$ cat config.mk
export PLATFORM = sky130hd
export DESIGN_NAME = scvp_div
export DESIGN_NICKNAME = d
export VERILOG_FILES = /design/src/rtl/scvp_pkg.sv /design/src/rtl/scvp_div.sv
export SDC_FILE = /design/constraint.sdc
export NUM_CORES = 2
export LEC_CHECK = 0
export CAP_MARGIN = 5
export CORE_MARGIN = 3
export CORE_UTILIZATION = 35
export CTS_CLUSTER_DIAMETER = 150
export DETAILED_ROUTE_END_ITERATION = 8
export DONT_BUFFER_PORTS = 1
export PLACE_DENSITY_LB_ADDON = 0.12
export SYNTH_ARGS = -nofsm -noshare
export SYNTH_HDL_FRONTEND = slang
export SYNTH_SLANG_ARGS = --single-unit
$ cat constraint.sdc
create_clock -name aclk -period 4.04 [get_ports aclk]
set_input_delay 0 -clock aclk [delete_from_list [all_inputs] [get_ports aclk]]
set_output_delay 0 -clock aclk [all_outputs]
set_load 0.005 [all_outputs]
$ cat src/rtl/scvp_pkg.sv
package scvp_pkg;

    // Configuration register indexes
    typedef enum logic [2:0] {
        REG_ENABLE   = 3'd0,
        REG_CENTER_X = 3'd1,
        REG_CENTER_Y = 3'd2,
        REG_CENTER_Z = 3'd3,
        REG_RADIUS   = 3'd4,
        REG_INV_DT   = 3'd5
    } cfg_index_t;

    localparam logic [30:0] RADIUS_RESET = 31'd1638400;   // 25.0
    localparam logic [31:0] INV_DT_RESET = 32'd1966080;   // 30.0

    // One result bit per stage in the root and quotient units
    localparam int unsigned SQRT_STEPS  = 31;
    localparam int unsigned DIV_STEPS   = 31;
    localparam int unsigned PRE_STAGES  = 3;
    localparam int unsigned POST_STAGES = 5;
    localparam int unsigned SIDE_DEPTH  = SQRT_STEPS + 1 + DIV_STEPS;
    localparam int unsigned PIPE_DEPTH  = PRE_STAGES + SIDE_DEPTH + POST_STAGES;

    typedef logic [2:0][31:0] vec3_t;

    // Vertex data that rides alongside the root and quotient units
    typedef struct packed {
        vec3_t            pos;
        vec3_t            vel;
        logic [2:0]       dneg;
        logic             collide;
        logic [2:0][61:0] rad;
    } side_t;

    // Vertex data that rides through the velocity update
    typedef struct packed {
        vec3_t      pos;
        vec3_t      vel;
        vec3_t      np;
        logic [2:0] dneg;
        logic       collide;
    } post_t;

endpackage

$ cat src/rtl/scvp_div.sv
module scvp_div
    import scvp_pkg::*;
(
    input  logic        aclk,
    input  logic        en,
    input  logic [62:0] num,
    input  logic [30:0] den,
    output logic [30:0] quot
);

    logic [31:0] rem_reg [DIV_STEPS];
    logic [30:0] low_reg [DIV_STEPS];
    logic [30:0] q_reg   [DIV_STEPS];
    logic [30:0] den_reg [DIV_STEPS];

    for (genvar k = 0; k < DIV_STEPS; k++) begin : g_step
        logic [31:0] rem_in;
        logic [30:0] low_in;
        logic [30:0] q_in;
        logic [30:0] den_in;
        logic [32:0] t;
        logic [32:0] diff;
        logic [31:0] rem_next;
        logic [30:0] q_next;

        if (k == 0) begin : g_first
            assign rem_in = num[62:31];
            assign low_in = num[30:0];
            assign q_in   = '0;
            assign den_in = den;
        end else begin : g_rest
            assign rem_in = rem_reg[k-1];
            assign low_in = low_reg[k-1];
            assign q_in   = q_reg[k-1];
            assign den_in = den_reg[k-1];
        end

        always_comb begin
            t    = {rem_in, low_in[30]};
            diff = t - {2'b00, den_in};
            if (t >= {2'b00, den_in}) begin
                rem_next = diff[31:0];
                q_next   = {q_in[29:0], 1'b1};
            end else begin
                rem_next = t[31:0];
                q_next   = {q_in[29:0], 1'b0};
            end
        end

        always_ff @(posedge aclk) begin
            if (en) begin
                rem_reg[k] <= rem_next;
                low_reg[k] <= {low_in[29:0], 1'b0};
                q_reg[k]   <= q_next;
                den_reg[k] <= den_in;
            end
        end
    end

    assign quot = q_reg[DIV_STEPS-1];

endmodule

; ---- After elaboration in Yosys (flattened, before gate mapping)
; Memories as Yosys holds them, arrays and structs flattened.
; Index checks and enable logic that the tools add are counted.
[word_totals]
word_cells = 130
ram_bits = 3844
output_inout_bits = 31
in_bits = 96
regBits = 0
n_memories = 4
[classes]
mux = 64
n_lt_le_gt_ge = 31
addsub = 31
[memory_table]
columns = memory, words, word_bits, read_ports, rd_ports_with_merged_regs, write_ports, line_no
row1 = rem_reg, 31, 32, 30, 0, 31, scvp_div.sv:11  ; logic [31:0] rem_reg [DIV_STEPS];
row2 = den_reg, 31, 31, 30, 0, 31, scvp_div.sv:14  ; logic [30:0] den_reg [DIV_STEPS];
row3 = q_reg, 31, 31, 31, 0, 31, scvp_div.sv:13  ; logic [30:0] q_reg [DIV_STEPS];
row4 = low_reg, 31, 30, 30, 0, 31, scvp_div.sv:12  ; logic [30:0] low_reg [DIV_STEPS];
[op_table]
columns = cell, count
row1 = 33-bit by 31-bit greater-or-equal comparator with 1-bit output, 31
row2 = 32-bit 2-to-1 mux, 31
row3 = 32-bit by 31-bit subtractor with 32-bit output, 31
row4 = 1-bit 2-to-1 mux, 33

; ---- Longest topological paths before layout
; An unclocked memory read counts as a cell.
[logic_depth]
depth_word = 3
depth_mapped = 16
depth_no_buf = 14

; ---- Least setup slack after synthesis
; Ideal clock, no wire load.
[synth_path]
path_kind = reg-to-reg
start = memory rem_reg[21][9], in the netlist rem_reg[1][169]
end = memory rem_reg[22][4], in the netlist rem_reg[1][196] (data pin)
setup_ps = 262
arrival_time_ps = 3269
t_required_ps = 3778
synth_period_minus_slack_ps = 3531
setup_slack_ps = 509
n_path_buf = 2
path_stages_with_launch = 14
path_cell_list = edfxtp_1 ha_1 a21o_1 a21o_1 a21oi_2 o221ai_1 a221o_1 a2111o_1 a221o_1 nand2_1 and3_1 buf_4 buf_6 mux2_1
[synth_lines]
columns = element, line_no
row1 = from (decl), scvp_div.sv:11

==> impl_metrics.yaml <==
route:
  vias_per_cell: 5.08
  wl_per_cell_microns: 19.7
  ant_nets: 0
  postRouteWirelength_microns: 369000
  route.detailed.drc: 0
  drt_iter0_drc: 6495
  num_vias: 95173
  dr.pass1.iters: 6
worst_setup_path:
  critPathMaxStageDelay_ns: 0.50
  path_delay_family: "compound AO/OA/AOI/OAI gates"
  worstPathArrival_ns: 4.62
  crit_path_frequent_cell: "a31oi_1"
  path_max_fanout: 33
  critPathRequiredTime_ns: 4.69
  path_buf_inv: 1
  critPathSlowestCell: "a311oi_1"
  cp-start-kind: "register"
  crit_chain: "ha_1 -> nand2_1 -> a21oi_1 -> o2111ai_1 -> a311oi_1 -> o31ai_1 -> a31oi_1 -> a31oi_1 -> o31ai_4 -> buf_12 -> mux2_2"
  critPathCaptureType: "register"
  path_class: "reg2reg"
floorplan:
  die_h_microns: 653
  die_x_microns: 653
  start_util_pct: 35.2
  pin_count: 127
  num_rows: 237
  die_area_sq_um: 427000
  core-area_sq_um: 417000
place:
  place.gp.congestion: 0.885
  pre_cts_slack_ns: -0.119
  hpwl_microns: 276000
  placed_cells: 17924
  port_buffers: 0
hold_path:
  min_path_type: "in2reg"
synthesis:
  synth-seq-cells: 2851
  synth_enable_flop_cells: 2851
  synth-seq-area-share_pct: 58.4
  yosysTopAreaCell: "edfxtp_1"
  synthCells: 12335
  synth_flop_cell: "edfxtp_1"
  syn-num-nets: 13422
  yosys.cell_types.count: 94
  yosysWarningCount: 0
  ys_top_cells_by_area: "edfxtp_1 (58%), ha_1 (8.2%), a21oi_1 (3.4%)"
  async_flop_share_pct: 0
  synth_top_area_share_pct: 58.4
  synth_area_sq_um: 147000
  syn_avg_cell_area_sq_um: 11.9
timing:
  final_hold_viol_count: 0
  period_share_pct: 98.2
  final.setup_skew_ns: 0.0489
  period_needed_ns: 3.97
  setup_violations: 0
  max_slew_margin_pct: 33.1
  finalMaxSlewViolations: 0
  fin_ws_ns: 0.0744
  worst_pin_slew_ns: 0.978
  max_clock_freq_ghz: 0.252
cts:
  cts_tree: "done"
  clkSinkCount: 2851
  max-clock-path-buffers: 4
  clk_latency_ns: 0.95
  path_clk_slew_ns: 0.06
  numCtsBuffers: 336
  h-tree-depth: 5
  clock-root-buffer: "clkbuf_16"
global_route:
  grt_max_degree: 158
  grt_pass1_vias: 95152
  grt_pass1_wl_microns: 567000
  grt_overflow: 0
  grt_util_all_layers_pct: 16.9
  antenna_found_initial: 6
pwr:
  p_leak_nw: 67.4
  p_per_area_nw_per_um2: 804
  vdd_ir_drop_max_v: 0.000375
cells_and_area:
  largest_reg_flops: 960
  instances_no_fill: 18729
  fin_nets: 14049
  area_growth_pct: 15.5
  drive_gt1_share_pct: 9.55
job:
  drv_cap: 0
status:
  status: "completed"
-- timing repair --
action	4_1_cts	5_1_grt
gates resized for setup	2	54
hold endpoints to repair	896	0
buffers inserted	1	6
setup endpoints to repair	6	182
cloned	0	0
hold buffers	190	0
pin swaps	0	4
-- synth_stat cells (204+ instances only) --
| cell type | count |
|---|---|
| xnor2_1 | 452 |
| mux2_2 | 252 |
| edfxtp_1 | 2851 |
| a21oi_1 | 1006 |
| xor2_1 | 324 |
| nor2_1 | 721 |
| inv_1 | 1230 |
| a21o_1 | 480 |
| nand2_1 | 916 |
| o21ai_0 | 810 |
| nand3_1 | 204 |
| ha_1 | 961 |
-- logic make-up (layout without fill, tap and decap cells) --
logic type / count (synthesis) / count (layout) / share of synthesized area (%)
AOI/OAI and AO/OA: 3173 / 3173 / 13.5
and+or+nand+nor: 2767 / 2767 / 8.81
xor gates and xnor gates: 776 / 776 / 4.64
other: 0 / 1 / 0
muxes: 284 / 284 / 2.16
DFF: 2851 / 2851 / 58.4
buffers and inverters: 1493 / 2389 / 3.90
adders and majority gates: 991 / 991 / 8.61
-- worst paths after layout --
kind                            depth (start not counted)            start  slack [ns]         endpoint
worst min-delay path                                    4          num[31]        0.17    rem_reg[0][1]
worst min register to register                          0    q_reg[1][198]        0.38    q_reg[1][230]
worst max register to register                         11  rem_reg[0][265]        0.07  rem_reg[0][295]
worst max-delay path                                   11  rem_reg[0][265]        0.07  rem_reg[0][295]
-- worst min-delay path, delay by kind of cell --
family                     cells  cell delay (ns)
buffers and inverters          2             0.68
adders and majority gates      1             0.17
AOI/OAI and AO/OA              1             0.07
-- through the flow --
stage | area (sq um) | hold slack, ns | setup TNS, ns | total power, mW | util [%]
after detailed placement | 156000 | 0.0989 | -0.152 | 106 | 37.4
final | 169000 | 0.167 | 0 | 136 | 40.6
after floorplan | 147000 | 0.0989 | 0 | 86.9 | -
after global placement | 156000 | 0.0989 | -0.263 | 105 | 37.4
after CTS | 169000 | 0.0440 | 0 | 138 | 40.5
after global routing | 169000 | 0.119 | -0.00847 | 146 | 40.6
-- layout make-up --
type | instances | area (sq um)
inverter | 1231 | 4620
sequential | 2851 | 85600
tap | 5497 | 6880
clock inverter | 212 | 2360
multi-input combinational | 7991 | 55700
timing repair buffer | 551 | 5360
antenna | 1 | 2.50
clock buffer | 395 | 8780
fill | 39187 | 248000
-- cell usage in the layout, fill, tap and decap left out, drive strengths merged, types with 139 or more instances in the layout --
cell type    instances
edfxtp            2851
dlygate4sd3        190
nand3              204
nor2b              152
nand4              139
nor3               161
inv               1241
nor2               721
nand2b             160
xnor2              452
a21o               480
nand2              916
clkbuf             395
buf                361
a21oi             1009
ha                 961
clkinv             148
o21ai              826
xor2               324
mux2               253
-- layer usage --
layer  wire (microns)  GRT usage [%]
met5                9              0
met4             9780           4.42
met3            14900           2.28
met2           182000           29.6
met1           163000           22.0
-- power by group --
part           switching, mW  internal [mW]  total [mW]
sequential              4.82           42.9        47.7
clock                   12.6           18.0        30.5
combinational           32.5           25.4        57.9
total                   49.9           86.2         136
Power figures use the tool's default switching activity.
