`src/rtl/scvp_pkg.sv`:
```
package scvp_pkg;

    // Configuration register indexes
    typedef enum logic [2:0] {
        REG_ENABLE   = 3'd0,
        REG_CENTER_X = 3'd1,
        REG_CENTER_Y = 3'd2,
        REG_CENTER_Z = 3'd3,
        REG_RADIUS   = 3'd4,
        REG_INV_DT   = 3'd5
    } cfg_index_t;

    localparam logic [30:0] RADIUS_RESET = 31'd1638400;   // 25.0
    localparam logic [31:0] INV_DT_RESET = 32'd1966080;   // 30.0

    // One result bit per stage in the root and quotient units
    localparam int unsigned SQRT_STEPS  = 31;
    localparam int unsigned DIV_STEPS   = 31;
    localparam int unsigned PRE_STAGES  = 3;
    localparam int unsigned POST_STAGES = 5;
    localparam int unsigned SIDE_DEPTH  = SQRT_STEPS + 1 + DIV_STEPS;
    localparam int unsigned PIPE_DEPTH  = PRE_STAGES + SIDE_DEPTH + POST_STAGES;

    typedef logic [2:0][31:0] vec3_t;

    // Vertex data that rides alongside the root and quotient units
    typedef struct packed {
        vec3_t            pos;
        vec3_t            vel;
        logic [2:0]       dneg;
        logic             collide;
        logic [2:0][61:0] rad;
    } side_t;

    // Vertex data that rides through the velocity update
    typedef struct packed {
        vec3_t      pos;
        vec3_t      vel;
        vec3_t      np;
        logic [2:0] dneg;
        logic       collide;
    } post_t;

endpackage

```
`src/rtl/scvp_sqrt.sv`:
```
module scvp_sqrt
    import scvp_pkg::*;
(
    input  logic        aclk,
    input  logic        en,
    input  logic [61:0] radicand,
    output logic [30:0] root
);

    logic [31:0] rem_reg  [SQRT_STEPS];
    logic [30:0] root_reg [SQRT_STEPS];
    logic [61:0] x_reg    [SQRT_STEPS];

    for (genvar k = 0; k < SQRT_STEPS; k++) begin : g_step
        logic [31:0] rem_in;
        logic [30:0] root_in;
        logic [61:0] x_in;
        logic [33:0] t;
        logic [33:0] trial;
        logic [33:0] diff;
        logic [31:0] rem_next;
        logic [30:0] root_next;

        if (k == 0) begin : g_first
            assign rem_in  = '0;
            assign root_in = '0;
            assign x_in    = radicand;
        end else begin : g_rest
            assign rem_in  = rem_reg[k-1];
            assign root_in = root_reg[k-1];
            assign x_in    = x_reg[k-1];
        end

        always_comb begin
            t     = {rem_in, x_in[61:60]};
            trial = {1'b0, root_in, 2'b01};
            diff  = t - trial;
            if (t >= trial) begin
                rem_next  = diff[31:0];
                root_next = {root_in[29:0], 1'b1};
            end else begin
                rem_next  = t[31:0];
                root_next = {root_in[29:0], 1'b0};
            end
        end

        always_ff @(posedge aclk) begin
            if (en) begin
                rem_reg[k]  <= rem_next;
                root_reg[k] <= root_next;
                x_reg[k]    <= {x_in[59:0], 2'b00};
            end
        end
    end

    assign root = root_reg[SQRT_STEPS-1];

endmodule

```
`config.mk`:
```
export PLATFORM = sky130hd
export DESIGN_NAME = scvp_sqrt
export DESIGN_NICKNAME = d
export VERILOG_FILES = /design/src/rtl/scvp_pkg.sv /design/src/rtl/scvp_sqrt.sv
export SDC_FILE = /design/constraint.sdc
export NUM_CORES = 2
export LEC_CHECK = 0
export BUFFER_PORTS_ARGS = -buffer_cell sky130_fd_sc_hd__buf_2
export CAP_MARGIN = 10
export CORE_UTILIZATION = 50
export DETAILED_ROUTE_END_ITERATION = 8
export PLACE_DENSITY = 0.64
export SYNTH_ARGS = -nofsm -noshare
export SYNTH_HDL_FRONTEND = slang
export SYNTH_SLANG_ARGS = --single-unit
```
`constraint.sdc`:
```
create_clock -name aclk -period 4.1 [get_ports aclk]
set_input_delay 0.82 -clock aclk [delete_from_list [all_inputs] [get_ports aclk]]
set_output_delay 0.82 -clock aclk [all_outputs]
set_load 0.01 [all_outputs]
```
## Word level (Yosys, flattened, before mapping)

Memory sizes are Yosys's and may differ from the RTL's.
Index checks and enable logic that the tools add are counted.

- Magnitude comparators: 31
- Multiplexer cells: 64
- Add/sub/neg operators: 31

Operators by type and width:

| cell | count |
|---|---|
| $ge 34x33->1 | 30 |
| $mux 32 | 31 |
| $sub 32x32->32 | 30 |
| $mux 1 | 33 |
| $sub 2x1->3 const B | 1 |
| $ge 2x1->1 const B | 1 |

- Bits of input ports: 64
- Register bits after elaboration: 0
- Output and inout port bits: 31
- Memories: 3
- Bits in writable memories: 3813

Memory list:

| name | depth | width | rd ports | clocked after Yosys merged registers in | wr ports | RTL line | RTL |
|---|---|---|---|---|---|---|---|
| x_reg | 31 | 60 | 30 | 0 | 31 | scvp_sqrt.sv:12 | `logic [61:0] x_reg [SQRT_STEPS];` |
| rem_reg | 31 | 32 | 30 | 0 | 31 | scvp_sqrt.sv:10 | `logic [31:0] rem_reg [SQRT_STEPS];` |
| root_reg | 31 | 31 | 31 | 0 | 31 | scvp_sqrt.sv:11 | `logic [30:0] root_reg [SQRT_STEPS];` |

## Logic depth before layout (Yosys ltp)

An unclocked memory read counts as a cell.

- Word-level depth: 3
- Depth in mapped cells: 14
- Gate-level depth less buffers: 12

## Least setup slack after synthesis

OpenSTA, ideal clock, no wires.

- Path type: register to register
- Start point: memory rem_reg[26][1], in the netlist rem_reg[1][321]
- End point: memory rem_reg[27][31], in the netlist rem_reg[1][383] (data pin)
- Arrival: 3234 ps
- Required time: 3821 ps
- Setup time: 279 ps
- Cell stages (with the launch flop): 11
- Buffers on the path: 0
- Setup slack: 587 ps
- Cell sequence: edfxtp_1 -> ha_1 -> o21a_1 -> a2bb2oi_1 -> a2111oi_0 -> nor2_1 -> a221o_1 -> a2111oi_1 -> o41ai_1 -> a2111oi_0 -> xor2_1

RTL lines:

| what | RTL line |
|---|---|
| start, declared | scvp_sqrt.sv:10 |

==> Implementation_results.wiki <==
{| class="wikitable"
! Metric !! Value
|-
| Result of the run || completed
|-
| First-pass GRT wire length || 353300 um
|-
| Beginning of the critical path || root_reg[1][187]
|-
| Vias after detailed routing || 65360
|-
| Achievable clock frequency || 0.2662 GHz
|-
| Worst-case clock skew || 0.08099 ns
|-
| Half-perimeter wire length after detailed placement || 163000 um
|-
| Count of flip-flops with a built-in enable after synthesis || 2340
|-
| Row Count || 171
|-
| Max-slew violation count || 0
|-
| Max-cap check violation count || 0
|-
| Worst EP arrival || 4.35 ns
|-
| Maximum resistive drop on vdd || 0.0004943 V
|-
| Logic depth of the worst register-to-register path || 12
|-
| Final cell count without fillers || 11850
|-
| Minimum period implied by the final worst setup slack || 3.757 ns
|-
| Transition time at the pin with the least slew margin || 0.9797 ns
|-
| Layout Nets || 9378
|-
| Highest cell delay on the worst timing path || 0.55 ns
|-
| Reg-to-reg setup timing slack || 0.34 ns
|-
| Worst setup SP type || register
|-
| Tightest Hold Check Type || in -> reg
|-
| Number of DRC markers after the initial detailed-route iteration || 4621
|-
| Clock tree from TritonCTS || built
|-
| Die Ht || 469.4 um
|-
| Post-Place Cells || 11400
|-
| Number of setup buffers added after CTS || 0
|-
| Pin count of the biggest net entering global routing || 138
|-
| Total congestion overflow after global routing || 0
|-
| Startpoint of the most critical register-to-register path || root_reg[1][187]
|-
| Leading register cell type out of synthesis || sky130_fd_sc_hd__edfxtp_1
|-
| Pwr dens || 565.9 nW/um2
|-
| Unrepaired setup endpoints after global routing || false
|-
| Setup total negative slack || 0 ns
|-
| Max_slew headroom || 0.3386
|-
| H-Tree Level Count || 4
|-
| Antenna violations before repair || 3
|-
| Share of async-settable or async-resettable flops after synthesis || 0
|-
| Detailed Routing Iterations Pass 1 || 6
|-
| Seq/Total Area, Yosys || 0.6433
|-
| Endpoint of the worst-slack reg-to-reg timing path || rem_reg[1][226]
|-
| Post-Syn Nets || 9057
|-
| Number of cells produced by synthesis || 8465
|-
| Leakage || 0.04658 uW
|-
| Critical-path top delay cell || sky130_fd_sc_hd__o311ai_2
|-
| Warnings, synthesis || 0
|-
| Netlist cell types || 89
|-
| Number of buffers on the longest clock path || 3
|-
| Crit-path cells || inv_1 > ha_1 > o211ai_1 > a21oi_1 > nor2_1 > o31ai_1 > o21ai_0 > o311ai_2 > buf_4 > buf_4 > nor2_1 > a21oi_1
|-
| Clock buffers created by TritonCTS || 241
|-
| Clock transition at the register clock pins on the worst setup and hold paths after CTS || 0.06 ns
|-
| Boundary Pins || 95
|-
| Proportion of layout cells with a drive suffix above 1 || 0.08620
|-
| Antenna-violating nets left || 0
|-
| # clock sinks || 2340
|-
| Crit-path max FO || 15
|-
| Gr usage total || 0.2012
|-
| Vias in the first global route || 64490
|-
| Syn Std Cell Area || 109200 um2
|-
| Horizontal die dimension || 469.4 um
|-
| Detail-routed net length per standard cell || 18.90 um
|-
| Initial Util || 0.5030
|-
| Via-per-instance ratio || 5.518
|-
| Area Overhead vs Synth || 12.12%
|-
| Flop and latch count out of synthesis || 2340
|-
| Post-route core utilization || 0.5639
|-
| Area after DPL || 114200 um2
|-
| Category of the most critical setup path || reg -> reg
|-
| Max reg flops || 930
|-
| Capture point of the worst path || rem_reg[1][226]
|-
| DRC violation count after routing || 0
|-
| Root buffer cell || sky130_fd_sc_hd__clkbuf_16
|-
| Non-Filler Cell Area, Final || 122500 um2
|-
| Post-detailed-routing wire length || 223900 um
|-
| Source-to-sink clock delay at the later pin of the worst-skew pair || 0.89 ns
|-
| Setup violation total in the final timing report || 0
|-
| Avg Synthesized Cell Area || 12.90 um2
|-
| Data required, critical path || 4.69 ns
|-
| Launch instance of the worst min-delay path || radicand[35]
|-
| Category of the worst setup path capture point || register
|-
| Total core area || 217200 um2
|-
| Overall Power || 69300 uW
|-
| Port-buffer cells || 94
|-
| Routability cong. || 0.8643
|-
| Period Utilization, post-route || 0.9162
|-
| Total Die Area || 220300 um2
|-
| Final count of hold timing violations || 0
|}
## where the power goes
part           switching [uW]  internal, uW
clock network            9370         13100
registers                2070         30300
logic                    8390          6060
## how the worst min path moves through the flow
| stage | cells past startpoint | to | slack [ns] |
|---|---|---|---|
| floorplan | 0 | x_reg[0][100] | 0.40 |
| global placement | 0 | x_reg[1][404] | 0.40 |
| finish | 1 | x_reg[0][35] | 0.09 |
| global route | 1 | x_reg[0][35] | 0.02 |
| CTS | 1 | x_reg[0][35] | 0.006 |
| detailed placement | 0 | x_reg[0][103] | 0.40 |
## synthesized netlist by cell type, types with 26 or more instances
master                     number  area, um2
sky130_fd_sc_hd__edfxtp_1    2340      70270
sky130_fd_sc_hd__inv_1        648       2432
sky130_fd_sc_hd__nand2_1      575       2158
sky130_fd_sc_hd__a21oi_1      541       2708
sky130_fd_sc_hd__nor2_1       539       2023
sky130_fd_sc_hd__ha_1         528       6606
sky130_fd_sc_hd__o21ai_0      437       2187
sky130_fd_sc_hd__xnor2_1      408       3573
sky130_fd_sc_hd__xor2_1       368       3223
sky130_fd_sc_hd__nor3_1       215       1076
sky130_fd_sc_hd__a21o_1       187       1404
sky130_fd_sc_hd__clkbuf_1     141      529.3
sky130_fd_sc_hd__nand3_1      136      680.7
sky130_fd_sc_hd__nor4_1       122      763.2
sky130_fd_sc_hd__nand2b_1     112      700.7
sky130_fd_sc_hd__nand4_1       99      619.3
sky130_fd_sc_hd__o21a_1        97      728.2
sky130_fd_sc_hd__mux2_2        92       1036
sky130_fd_sc_hd__or3_1         78      488.0
sky130_fd_sc_hd__nor2b_1       73      456.7
sky130_fd_sc_hd__o21bai_1      58      435.4
sky130_fd_sc_hd__o31ai_1       52      390.4
sky130_fd_sc_hd__a31oi_1       50      312.8
sky130_fd_sc_hd__a211oi_1      49      367.9
sky130_fd_sc_hd__or4_1         44      330.3
sky130_fd_sc_hd__o211ai_1      42      315.3
sky130_fd_sc_hd__and2_1        33      206.5
sky130_fd_sc_hd__or2_2         33      206.5
sky130_fd_sc_hd__and3_1        32      200.2
sky130_fd_sc_hd__nor3b_1       26      195.2
## critical path: cells and delay by family, from the launching register on
| family | cells | cell delay, ns |
|---|---|---|
| fa+ha+maj | 1 | 0.40 |
| buf+inv | 3 | 0.58 |
| compound gates | 6 | 1.84 |
| flops | 1 | 0.46 |
| simple gates | 2 | 0.15 |
## placed cells by master (no fill, tap or decap), drive strengths merged, types with 273 or more instances in the layout
master	count
a21oi	541
ha	528
xor2	368
xnor2	408
nor2	539
inv	660
edfxtp	2340
nand2	576
clkbuf	273
o21ai	445
## cells by family after synthesis
family	synth area share
AO/OA/AOI/OAI	0.09571
adder cells (fa/ha/maj)	0.06048
buffers and inverters	0.02800
other	0.00003433
flip-flops	0.6433
AND/OR/NAND/NOR	0.09962
XOR/XNOR	0.06223
multiplexers	0.01060
## area by class of cell
type / instances / area (um2)
repair buffers: 238 / 1879
diodes: 1 / 2.502
clock inverters: 175 / 2120
multi-input cells: 5313 / 36000
flip-flops and latches: 2340 / 70270
clock buffers: 273 / 6172
inverters: 652 / 2447
fillers: 17580 / 94710
well taps: 2854 / 3571
## layer usage
layer  GRT usage  vias up  part of all wire
li1            -    32000                 -
met1      0.2590    31660              0.43
met2      0.3514     1326              0.50
met3     0.02637      378             0.036
met4     0.06433        0             0.030
met5           0        -                 0
## stage by stage
step	setup WS [ns]	hold WS (ns)
5_1_grt	0.05956	0.02414
4_1_cts	0.2084	0.005639
6_report	0.3435	0.09331
3_3_place_gp	0.2149	0.4003
3_5_place_dp	0.2097	0.4045
2_1_floorplan	0.5867	0.4003
## timing repair
item                       4_1_cts  5_1_grt
hold endpoints to repair         0        0
hold buffers                     0        0
resized for setup                0        3
setup endpoints to repair        0        2
No activity file was read; power rests on OpenSTA's default activity.
